==> src/mst_pkg.sv <==
// Package for the minimum spanning tree engine: widths, defaults,
// and the command/status structs between controller and datapath. No dependencies.
package mst_pkg;

    localparam int VID_W            = 5;
    localparam int NV_W             = 6;
    localparam int DEF_MAX_VERTICES = 32;
    localparam int DEF_MAX_EDGES    = 64;
    localparam int DEF_WEIGHT_BITS  = 16;
    localparam logic [NV_W-1:0] NV_RESET = 6'd32;

    typedef struct packed {
        logic load;
        logic init_start;
        logic init_step;
        logic scan_start;
        logic scan_step;
        logic advance;
        logic join_set;
        logic sweep_step;
        logic finish;
    } mst_cmd_t;

    typedef struct packed {
        logic init_done;
        logic scan_done;
        logic best_has;
        logic diff;
        logic can_join;
        logic sweep_done;
        logic out_free;
    } mst_sts_t;

endpackage

==> src/mst_ctrl.sv <==
// Controller state machine for the minimum spanning tree engine.
// Depends on mst_pkg; drives commands into mst_dpath.
module mst_ctrl (
    input  logic             clk,
    input  logic             rst_n,
    input  logic             in_valid,
    input  logic             in_last,
    output logic             in_ready,
    input  mst_pkg::mst_sts_t sts,
    output mst_pkg::mst_cmd_t cmd
);
    import mst_pkg::*;

    typedef enum logic [6:0] {
        S_LOAD  = 7'b0000001,
        S_INIT  = 7'b0000010,
        S_SCAN  = 7'b0000100,
        S_FIND  = 7'b0001000,
        S_CMP   = 7'b0010000,
        S_SWEEP = 7'b0100000,
        S_FIN   = 7'b1000000
    } state_t;

    state_t state_reg, state_next;

    assign in_ready = (state_reg == S_LOAD);

    always_comb
    begin
        state_next = state_reg;
        cmd        = '0;
        unique case (state_reg)
            S_LOAD:
            begin
                cmd.load = in_valid;
                if (in_valid && in_last)
                begin
                    cmd.init_start = 1'b1;
                    state_next     = S_INIT;
                end
            end
            S_INIT:
            begin
                cmd.init_step = 1'b1;
                if (sts.init_done)
                begin
                    cmd.scan_start = 1'b1;
                    state_next     = S_SCAN;
                end
            end
            S_SCAN:
            begin
                cmd.scan_step = 1'b1;
                if (sts.scan_done)
                    state_next = sts.best_has ? S_FIND : S_FIN;
            end
            S_FIND:
                state_next = S_CMP;
            S_CMP:
            begin
                if (!sts.diff)
                begin
                    cmd.advance    = 1'b1;
                    cmd.scan_start = 1'b1;
                    state_next     = S_SCAN;
                end
                else if (sts.can_join)
                begin
                    cmd.join_set = 1'b1;
                    state_next   = S_SWEEP;
                end
            end
            S_SWEEP:
            begin
                cmd.sweep_step = 1'b1;
                if (sts.sweep_done)
                begin
                    cmd.scan_start = 1'b1;
                    state_next     = S_SCAN;
                end
            end
            S_FIN:
            begin
                if (sts.out_free)
                begin
                    cmd.finish = 1'b1;
                    state_next = S_LOAD;
                end
            end
            default:
                state_next = S_LOAD;
        endcase
    end

    always_ff @(posedge clk or negedge rst_n)
    begin
        if (!rst_n)
            state_reg <= S_LOAD;
        else
            state_reg <= state_next;
    end

endmodule

==> src/mst_dpath.sv <==
// Datapath for the minimum spanning tree engine: edge store, selection scan,
// component label memory, pending and output words. Depends on mst_pkg.
module mst_dpath #(
    parameter int MAX_VERTICES = mst_pkg::DEF_MAX_VERTICES,
    parameter int MAX_EDGES    = mst_pkg::DEF_MAX_EDGES,
    parameter int WEIGHT_BITS  = mst_pkg::DEF_WEIGHT_BITS
) (
    input  logic                          clk,
    input  logic                          rst_n,
    input  logic                          cfg_valid,
    input  logic [mst_pkg::NV_W-1:0]      cfg_data,
    input  logic [mst_pkg::VID_W-1:0]     edge_u,
    input  logic [mst_pkg::VID_W-1:0]     edge_v,
    input  logic signed [WEIGHT_BITS-1:0] edge_weight,
    input  mst_pkg::mst_cmd_t             cmd,
    output mst_pkg::mst_sts_t             sts,
    output logic                          out_valid,
    input  logic                          out_ready,
    output logic [mst_pkg::VID_W-1:0]     tree_u,
    output logic [mst_pkg::VID_W-1:0]     tree_v,
    output logic signed [WEIGHT_BITS-1:0] tree_weight,
    output logic                          edge_valid,
    output logic                          last_result,
    output logic                          edges_dropped
);
    import mst_pkg::*;

    localparam int EA_W  = (MAX_EDGES > 1) ? $clog2(MAX_EDGES) : 1;
    localparam int VA_W  = (MAX_VERTICES > 1) ? $clog2(MAX_VERTICES) : 1;
    localparam int EC_W  = $clog2(MAX_EDGES + 1);
    localparam int NVE_W = $clog2(MAX_VERTICES + 1);
    localparam int MX    = (MAX_EDGES > MAX_VERTICES) ? MAX_EDGES : MAX_VERTICES;
    localparam int IX_W  = $clog2(MX + 1);

    logic [VID_W-1:0]       mem_u [MAX_EDGES];
    logic [VID_W-1:0]       mem_v [MAX_EDGES];
    logic [WEIGHT_BITS-1:0] mem_w [MAX_EDGES];
    logic [VA_W-1:0]        lbl   [MAX_VERTICES];

    logic [NV_W-1:0]  nv_reg;
    logic [EC_W-1:0]  count_reg;
    logic             drop_reg;
    logic [IX_W-1:0]  idx_reg, idx_d_reg;
    logic             pipe_v_reg;

    logic [VID_W-1:0]              rd_u_reg, rd_v_reg;
    logic signed [WEIGHT_BITS-1:0] rd_w_reg;
    logic [VA_W-1:0]               l0_reg, l1_reg;

    logic                          best_has_reg, prev_has_reg;
    logic [VID_W-1:0]              best_u_reg, best_v_reg;
    logic signed [WEIGHT_BITS-1:0] best_w_reg, prev_w_reg;
    logic [IX_W-1:0]               best_i_reg, prev_i_reg;

    logic                          pend_v_reg;
    logic [VID_W-1:0]              pend_u_reg, pend_v_id_reg;
    logic signed [WEIGHT_BITS-1:0] pend_w_reg;
    logic [VA_W-1:0]               old_reg, new_reg;

    logic                          out_v_reg, out_ev_reg, out_last_reg, out_drop_reg;
    logic [VID_W-1:0]              out_u_reg, out_vv_reg;
    logic signed [WEIGHT_BITS-1:0] out_w_reg;

    logic [NVE_W-1:0] nv_eff;
    logic             in_range, store_ok;
    logic             gt_prev, lt_best, out_free;
    logic [VA_W-1:0]  addr0, addr1;
    logic             lbl_we;
    logic [VA_W-1:0]  lbl_wa, lbl_wd;

    always_comb
    begin
        if (nv_reg == '0)
            nv_eff = NVE_W'(1);
        else if (32'(nv_reg) > 32'(MAX_VERTICES))
            nv_eff = NVE_W'(MAX_VERTICES);
        else
            nv_eff = NVE_W'(nv_reg);
    end

    assign in_range = (32'(edge_u) < 32'(nv_eff)) && (32'(edge_v) < 32'(nv_eff));
    assign store_ok = in_range && (32'(count_reg) < 32'(MAX_EDGES));

    assign gt_prev = !prev_has_reg || (rd_w_reg > prev_w_reg) ||
                     ((rd_w_reg == prev_w_reg) && (idx_d_reg > prev_i_reg));
    assign lt_best = !best_has_reg || (rd_w_reg < best_w_reg);

    assign out_free = !out_v_reg || out_ready;

    assign addr0 = cmd.sweep_step ? VA_W'(idx_reg) : VA_W'(best_u_reg);
    assign addr1 = VA_W'(best_v_reg);

    always_comb
    begin
        lbl_we = 1'b0;
        lbl_wa = VA_W'(idx_reg);
        lbl_wd = VA_W'(idx_reg);
        if (cmd.init_step)
            lbl_we = 1'b1;
        else if (cmd.sweep_step && pipe_v_reg && (l0_reg == old_reg))
        begin
            lbl_we = 1'b1;
            lbl_wa = VA_W'(idx_d_reg);
            lbl_wd = new_reg;
        end
    end

    assign sts.init_done  = (idx_reg == IX_W'(MAX_VERTICES - 1));
    assign sts.scan_done  = (32'(idx_reg) == 32'(count_reg)) && !pipe_v_reg;
    assign sts.best_has   = best_has_reg;
    assign sts.diff       = (l0_reg != l1_reg);
    assign sts.can_join   = !pend_v_reg || out_free;
    assign sts.sweep_done = (idx_reg == IX_W'(MAX_VERTICES)) && !pipe_v_reg;
    assign sts.out_free   = out_free;

    always_ff @(posedge clk)
    begin
        if (cmd.load && store_ok)
        begin
            mem_u[EA_W'(count_reg)] <= edge_u;
            mem_v[EA_W'(count_reg)] <= edge_v;
            mem_w[EA_W'(count_reg)] <= edge_weight;
        end
        rd_u_reg <= mem_u[EA_W'(idx_reg)];
        rd_v_reg <= mem_v[EA_W'(idx_reg)];
        rd_w_reg <= mem_w[EA_W'(idx_reg)];
    end

    always_ff @(posedge clk)
    begin
        if (lbl_we)
            lbl[lbl_wa] <= lbl_wd;
        l0_reg <= lbl[addr0];
        l1_reg <= lbl[addr1];
    end

    always_ff @(posedge clk or negedge rst_n)
    begin
        if (!rst_n)
        begin
            nv_reg       <= NV_RESET;
            count_reg    <= '0;
            drop_reg     <= 1'b0;
            idx_reg      <= '0;
            idx_d_reg    <= '0;
            pipe_v_reg   <= 1'b0;
            best_has_reg <= 1'b0;
            prev_has_reg <= 1'b0;
            pend_v_reg   <= 1'b0;
            out_v_reg    <= 1'b0;
        end
        else
        begin
            if (cfg_valid)
                nv_reg <= cfg_data;

            if (cmd.load)
            begin
                if (store_ok)
                    count_reg <= count_reg + EC_W'(1);
                else
                    drop_reg <= 1'b1;
            end

            if (out_v_reg && out_ready && !cmd.finish && !(cmd.join_set && pend_v_reg))
                out_v_reg <= 1'b0;

            priority if (cmd.init_start)
            begin
                idx_reg      <= '0;
                prev_has_reg <= 1'b0;
            end
            else if (cmd.scan_start)
            begin
                idx_reg      <= '0;
                pipe_v_reg   <= 1'b0;
                best_has_reg <= 1'b0;
            end
            else if (cmd.init_step)
                idx_reg <= idx_reg + IX_W'(1);
            else if (cmd.scan_step)
            begin
                if (32'(idx_reg) < 32'(count_reg))
                begin
                    pipe_v_reg <= 1'b1;
                    idx_d_reg  <= idx_reg;
                    idx_reg    <= idx_reg + IX_W'(1);
                end
                else
                    pipe_v_reg <= 1'b0;
                if (pipe_v_reg && gt_prev && lt_best)
                begin
                    best_has_reg <= 1'b1;
                    best_u_reg   <= rd_u_reg;
                    best_v_reg   <= rd_v_reg;
                    best_w_reg   <= rd_w_reg;
                    best_i_reg   <= idx_d_reg;
                end
            end
            else if (cmd.sweep_step)
            begin
                if (idx_reg < IX_W'(MAX_VERTICES))
                begin
                    pipe_v_reg <= 1'b1;
                    idx_d_reg  <= idx_reg;
                    idx_reg    <= idx_reg + IX_W'(1);
                end
                else
                    pipe_v_reg <= 1'b0;
            end
            else if (cmd.join_set)
            begin
                idx_reg    <= '0;
                pipe_v_reg <= 1'b0;
            end

            if (cmd.advance || cmd.join_set)
            begin
                prev_has_reg <= 1'b1;
                prev_w_reg   <= best_w_reg;
                prev_i_reg   <= best_i_reg;
            end

            if (cmd.join_set)
            begin
                old_reg <= l0_reg;
                new_reg <= l1_reg;
                if (pend_v_reg)
                begin
                    out_v_reg    <= 1'b1;
                    out_u_reg    <= pend_u_reg;
                    out_vv_reg   <= pend_v_id_reg;
                    out_w_reg    <= pend_w_reg;
                    out_ev_reg   <= 1'b1;
                    out_last_reg <= 1'b0;
                    out_drop_reg <= drop_reg;
                end
                pend_v_reg    <= 1'b1;
                pend_u_reg    <= best_u_reg;
                pend_v_id_reg <= best_v_reg;
                pend_w_reg    <= best_w_reg;
            end

            if (cmd.finish)
            begin
                out_v_reg    <= 1'b1;
                out_u_reg    <= pend_v_reg ? pend_u_reg : '0;
                out_vv_reg   <= pend_v_reg ? pend_v_id_reg : '0;
                out_w_reg    <= pend_v_reg ? pend_w_reg : '0;
                out_ev_reg   <= pend_v_reg;
                out_last_reg <= 1'b1;
                out_drop_reg <= drop_reg;
                pend_v_reg   <= 1'b0;
                count_reg    <= '0;
                drop_reg     <= 1'b0;
            end
        end
    end

    assign out_valid     = out_v_reg;
    assign tree_u        = out_u_reg;
    assign tree_v        = out_vv_reg;
    assign tree_weight   = out_w_reg;
    assign edge_valid    = out_ev_reg;
    assign last_result   = out_last_reg;
    assign edges_dropped = out_drop_reg;

endmodule

==> src/minimum_spanning_tree_engine_top.sv <==
// Top level of the minimum spanning tree engine.
// Depends on mst_pkg, mst_ctrl and mst_dpath.
//
//  channel | handshake            | word
//  cfg     | cfg_valid/cfg_ready  | cfg_data (num_vertices)
//  in      | in_valid/in_ready    | edge_u, edge_v, edge_weight, last_edge
//  out     | out_valid/out_ready  | tree_u, tree_v, tree_weight, edge_valid,
//          |                      | last_result, edges_dropped
//
// Edges load one per cycle while the engine is in its load state. After the last
// edge: label init of all MAX_VERTICES labels, then per sorted edge a scan over the
// edge store and a label lookup, and a relabel sweep of the labels per tree edge.
// Reset clears control state; edge store and labels are not cleared.
// A stalled output holds the engine only when a new tree edge or the final word is ready.
module minimum_spanning_tree_engine_top #(
    parameter int MAX_VERTICES = mst_pkg::DEF_MAX_VERTICES,
    parameter int MAX_EDGES    = mst_pkg::DEF_MAX_EDGES,
    parameter int WEIGHT_BITS  = mst_pkg::DEF_WEIGHT_BITS
) (
    input  logic                          clk,
    input  logic                          rst_n,
    input  logic                          cfg_valid,
    output logic                          cfg_ready,
    input  logic [mst_pkg::NV_W-1:0]      cfg_data,
    input  logic                          in_valid,
    output logic                          in_ready,
    input  logic [mst_pkg::VID_W-1:0]     edge_u,
    input  logic [mst_pkg::VID_W-1:0]     edge_v,
    input  logic signed [WEIGHT_BITS-1:0] edge_weight,
    input  logic                          last_edge,
    output logic                          out_valid,
    input  logic                          out_ready,
    output logic [mst_pkg::VID_W-1:0]     tree_u,
    output logic [mst_pkg::VID_W-1:0]     tree_v,
    output logic signed [WEIGHT_BITS-1:0] tree_weight,
    output logic                          edge_valid,
    output logic                          last_result,
    output logic                          edges_dropped
);
    import mst_pkg::*;

    mst_cmd_t cmd;
    mst_sts_t sts;

    assign cfg_ready = 1'b1;

    mst_ctrl u_ctrl (
        .clk      (clk),
        .rst_n    (rst_n),
        .in_valid (in_valid),
        .in_last  (last_edge),
        .in_ready (in_ready),
        .sts      (sts),
        .cmd      (cmd)
    );

    mst_dpath #(
        .MAX_VERTICES (MAX_VERTICES),
        .MAX_EDGES    (MAX_EDGES),
        .WEIGHT_BITS  (WEIGHT_BITS)
    ) u_dpath (
        .clk           (clk),
        .rst_n         (rst_n),
        .cfg_valid     (cfg_valid),
        .cfg_data      (cfg_data),
        .edge_u        (edge_u),
        .edge_v        (edge_v),
        .edge_weight   (edge_weight),
        .cmd           (cmd),
        .sts           (sts),
        .out_valid     (out_valid),
        .out_ready     (out_ready),
        .tree_u        (tree_u),
        .tree_v        (tree_v),
        .tree_weight   (tree_weight),
        .edge_valid    (edge_valid),
        .last_result   (last_result),
        .edges_dropped (edges_dropped)
    );

endmodule

==> config.mk <==
export PLATFORM = sky130hd
export DESIGN_NAME = minimum_spanning_tree_engine_top
export DESIGN_NICKNAME = d
export VERILOG_FILES = /design/src/mst_pkg.sv /design/src/mst_ctrl.sv /design/src/mst_dpath.sv /design/src/minimum_spanning_tree_engine_top.sv
export SDC_FILE = /design/constraint.sdc
export NUM_CORES = 2
export LEC_CHECK = 0
export BUFFER_PORTS_ARGS = -buffer_cell sky130_fd_sc_hd__buf_2
export CAP_MARGIN = 15
export CORE_ASPECT_RATIO = 2
export CORE_UTILIZATION = 40
export CTS_CLUSTER_SIZE = 40
export DETAILED_ROUTE_END_ITERATION = 7
export PLACE_DENSITY_LB_ADDON = 0.3
export SLEW_MARGIN = 10
export SYNTH_ARGS = -nofsm -noshare
export SYNTH_HDL_FRONTEND = slang
export SYNTH_HIERARCHICAL = 1
export SYNTH_SLANG_ARGS = --single-unit
==> constraint.sdc <==
create_clock -name clk -period 7.35 [get_ports clk]
set_input_delay 2.205 -clock clk [delete_from_list [all_inputs] [get_ports clk]]
set_output_delay 2.205 -clock clk [all_outputs]
set_load 0.01 [all_outputs]
==> impl_metrics.toml <==
[finish]
largest-register = "u_dpath/mem_w"
top_regs = "u_dpath/mem_w: 1024 flops, u_dpath/mem_u: 320 flops, u_dpath/mem_v: 320 flops"
fin_util_pct = 45.0
stdcell_count = 6391
drive_gt1_share_pct = 29.6
fin_nets = 3781
largest_reg_flops = 1024
final_cell_mix = "edfxtp_1, mux4_2, clkbuf_16, nand2_1, nor2_1"
syn2layout_area_growth_pct = 12.0
final_common_cell = "edfxtp_1"

[pwr]
p_per_area_nw_per_um2 = 290
power.total_mw = 25.8
p_leak_nw = 26.8
ir_drop_mv = 0.199

[logic_synthesis]
seq_area_frac_synth_pct = 75.6
synth_area_um2 = 79500
synth-xor-area-share_pct = 0.154
synth_nets = 3651
synth_warnings = 6
synth.avg_cell_area_um2 = 22.4
synth-seq-cells = 2021
ys.flop_type = "edfxtp_1"
synth_fa_ha_area_share_pct = 0.881
synth_compound_area_share_pct = 1.39
synth_top_family_by_area = "multiplexers"
synthArstFlopShare_pct = 1.98
ys_types = 74
synth-simple-area-share_pct = 2.25
synth_edf_count = 1945
synth_mux_area_share_pct = 18.3
netlist_instances = 3557

[timing]
tns_ps = 0
finalMaxSlewViolations = 0
clock_skew_ps = 62.6
slew_headroom_pct = 17.2
fin_crit_sh_pct = 73.2
clock.fmax_ghz = 0.186
rsz0062_at_grt = "false"
hold_viol = 0
tightest_slew_ps = 1240
finalHoldWorstSlack_ps = 411
setup_viol = 0
period_minus_slack_ps = 5380

[global_routing]
grt_pass1_wl_um = 287000
grt_max_degree = 131
gr-total-overflow = 0
grt_pass1_vias = 37900
grt_usage_pct = 20.4
antenna_found_initial = 11

[clock_network]
cts_tree = "built"
hold_buffers = 0
cts_max_level = 4
clock_sinks = 2021
ctsResizeCount = 0
postCtsSetupRepairBufs = 0
cts_inserted_buffers = 174
clk_pin_slew_ps = 70
ctsRootBufferMaster = "clkbuf_16"
worstSkewPairLatency_ps = 830
cts_buffer_depth = 4

[floorplanning]
die_x_um = 317
die_area_um2 = 201000
pin_count = 70
initial_core_util_pct = 40.2
num_rows = 231
coreArea_um2 = 198000
die_h_um = 633

[critical_path]
critical_path_required_ps = 7740
end_kind = "flip-flop"
worstPathMaxFanout = 26
reg2reg_slack_ps = 2630
critPathArrivalTime_ps = 5770
critPathKind = "in2reg"
startpoint_type = "input pin"

[drt]
drt_wl_total_um = 203000
via_per_inst = 5.71
wl_per_cell_um = 31.7
drtIter0Drc = 3329
ant_nets = 0
drc_errors = 0
vias = 36500
firstDrtPassIters = 5

[outcome]
outcome = "finished, final reports clean"

[flow_run]
drv_cap = 0

[placed_design]
port_buffers = 68
dp_hpwl_um = 133000
placedCellCount = 6074
gp_congestion = 0.913

[hold_path]
holdCritPathClass = "reg2reg"
==> synth_stat cells, types with 3 or more instances <==
library cell	instances	share of area [%]
o211ai_1	6	0.057
nor4_1	4	0.031
mux2i_1	34	0.43
and2_1	29	0.23
o21a_1	3	0.028
o31ai_1	9	0.085
o21ai_1	27	0.17
xor2_1	6	0.066
dfxtp_1	36	0.91
nor3_1	10	0.063
mux2_2	46	0.65
buf_4	22	0.21
nor2b_1	18	0.14
ha_1	56	0.88
nand4_1	12	0.094
nor2_1	137	0.65
buf_1	20	0.094
o41ai_1	3	0.033
a21o_1	9	0.085
a21oi_1	26	0.16
or3_1	3	0.024
nor4b_1	6	0.066
nand2b_1	9	0.071
buf_6	6	0.085
and3_1	5	0.039
clkbuf_1	79	0.37
nor3b_1	6	0.057
edfxtp_1	1945	73
inv_1	59	0.28
a31oi_1	12	0.094
nand2_1	86	0.41
a221o_1	3	0.038
o22ai_1	8	0.063
buf_2	49	0.31
dfrtp_1	38	1.2
nand4b_1	3	0.033
xnor2_1	8	0.088
nand3_1	27	0.17
o21ai_0	25	0.16
mux4_2	608	17
a22oi_1	16	0.15
==> area by class of cell <==
| class | count | area, um2 |
|---|---|---|
| antenna | 12 | 30.0 |
| clock buffer | 206 | 4580 |
| clock inverter | 99 | 1150 |
| fill | 16600 | 109000 |
| inverter | 60 | 225 |
| multi-input combinational | 1299 | 18800 |
| sequential | 2021 | 60200 |
| tap | 2563 | 3210 |
| timing repair buffer | 131 | 883 |
==> final timing paths <==
kind,startpoint,end,cells after the start
min,u_dpath/rd_v_reg[1],u_dpath/addr1[1],0
max in group asynchronous,rst_n,u_dpath/nv_reg[5],2
min in group asynchronous,rst_n,u_dpath/idx_reg[3],1
max,edge_v[3],u_dpath/mem_w[36][3],9
max reg2reg,u_dpath/nv_reg[5],u_dpath/mem_w[36][3],9
min reg2reg,u_dpath/rd_v_reg[1],u_dpath/addr1[1],0
==> through the flow <==
stage,instance area [um2],setup WS [ps]
2_1_floorplan,79500,1260
3_3_place_gp,83300,1030
3_5_place_dp,83300,1100
4_1_cts,89000,1930
5_1_grt,89100,1820
6_report,89100,1970
==> routing by layer <==
metal | vias up | GRT usage [%] | wire length [um]
met4 | 2 | 11.3 | 12600
met5 | - | 0 | 7
li1 | 15200 | - | -
met1 | 19900 | 22.9 | 70500
met3 | 345 | 2.15 | 8080
met2 | 1099 | 37.3 | 112000
==> cell families after synthesis <==
kind of cell	after synthesis
buffers and inverters	237
adders and majority gates	56
DFF	2021
AOI/OAI and AO/OA	169
xor gates and xnor gates	14
and+or+nand+nor	369
muxes	690
other	1
==> power by group <==
part,internal [mW],switching (mW)
clock,5.34,4.11
sequential,12.7,0.180
combinational,1.60,1.90
total,19.6,6.20
==> critical path, stage by stage <==
cell and delay [ps]:
buf_2 150, ha_1 330, a21o_1 190, a211oi_1 220
o21ai_0 130, and3b_1 680, nand3_1 630, buf_4 410
nor2_4 780
No activity file was read; power rests on OpenSTA's default activity.
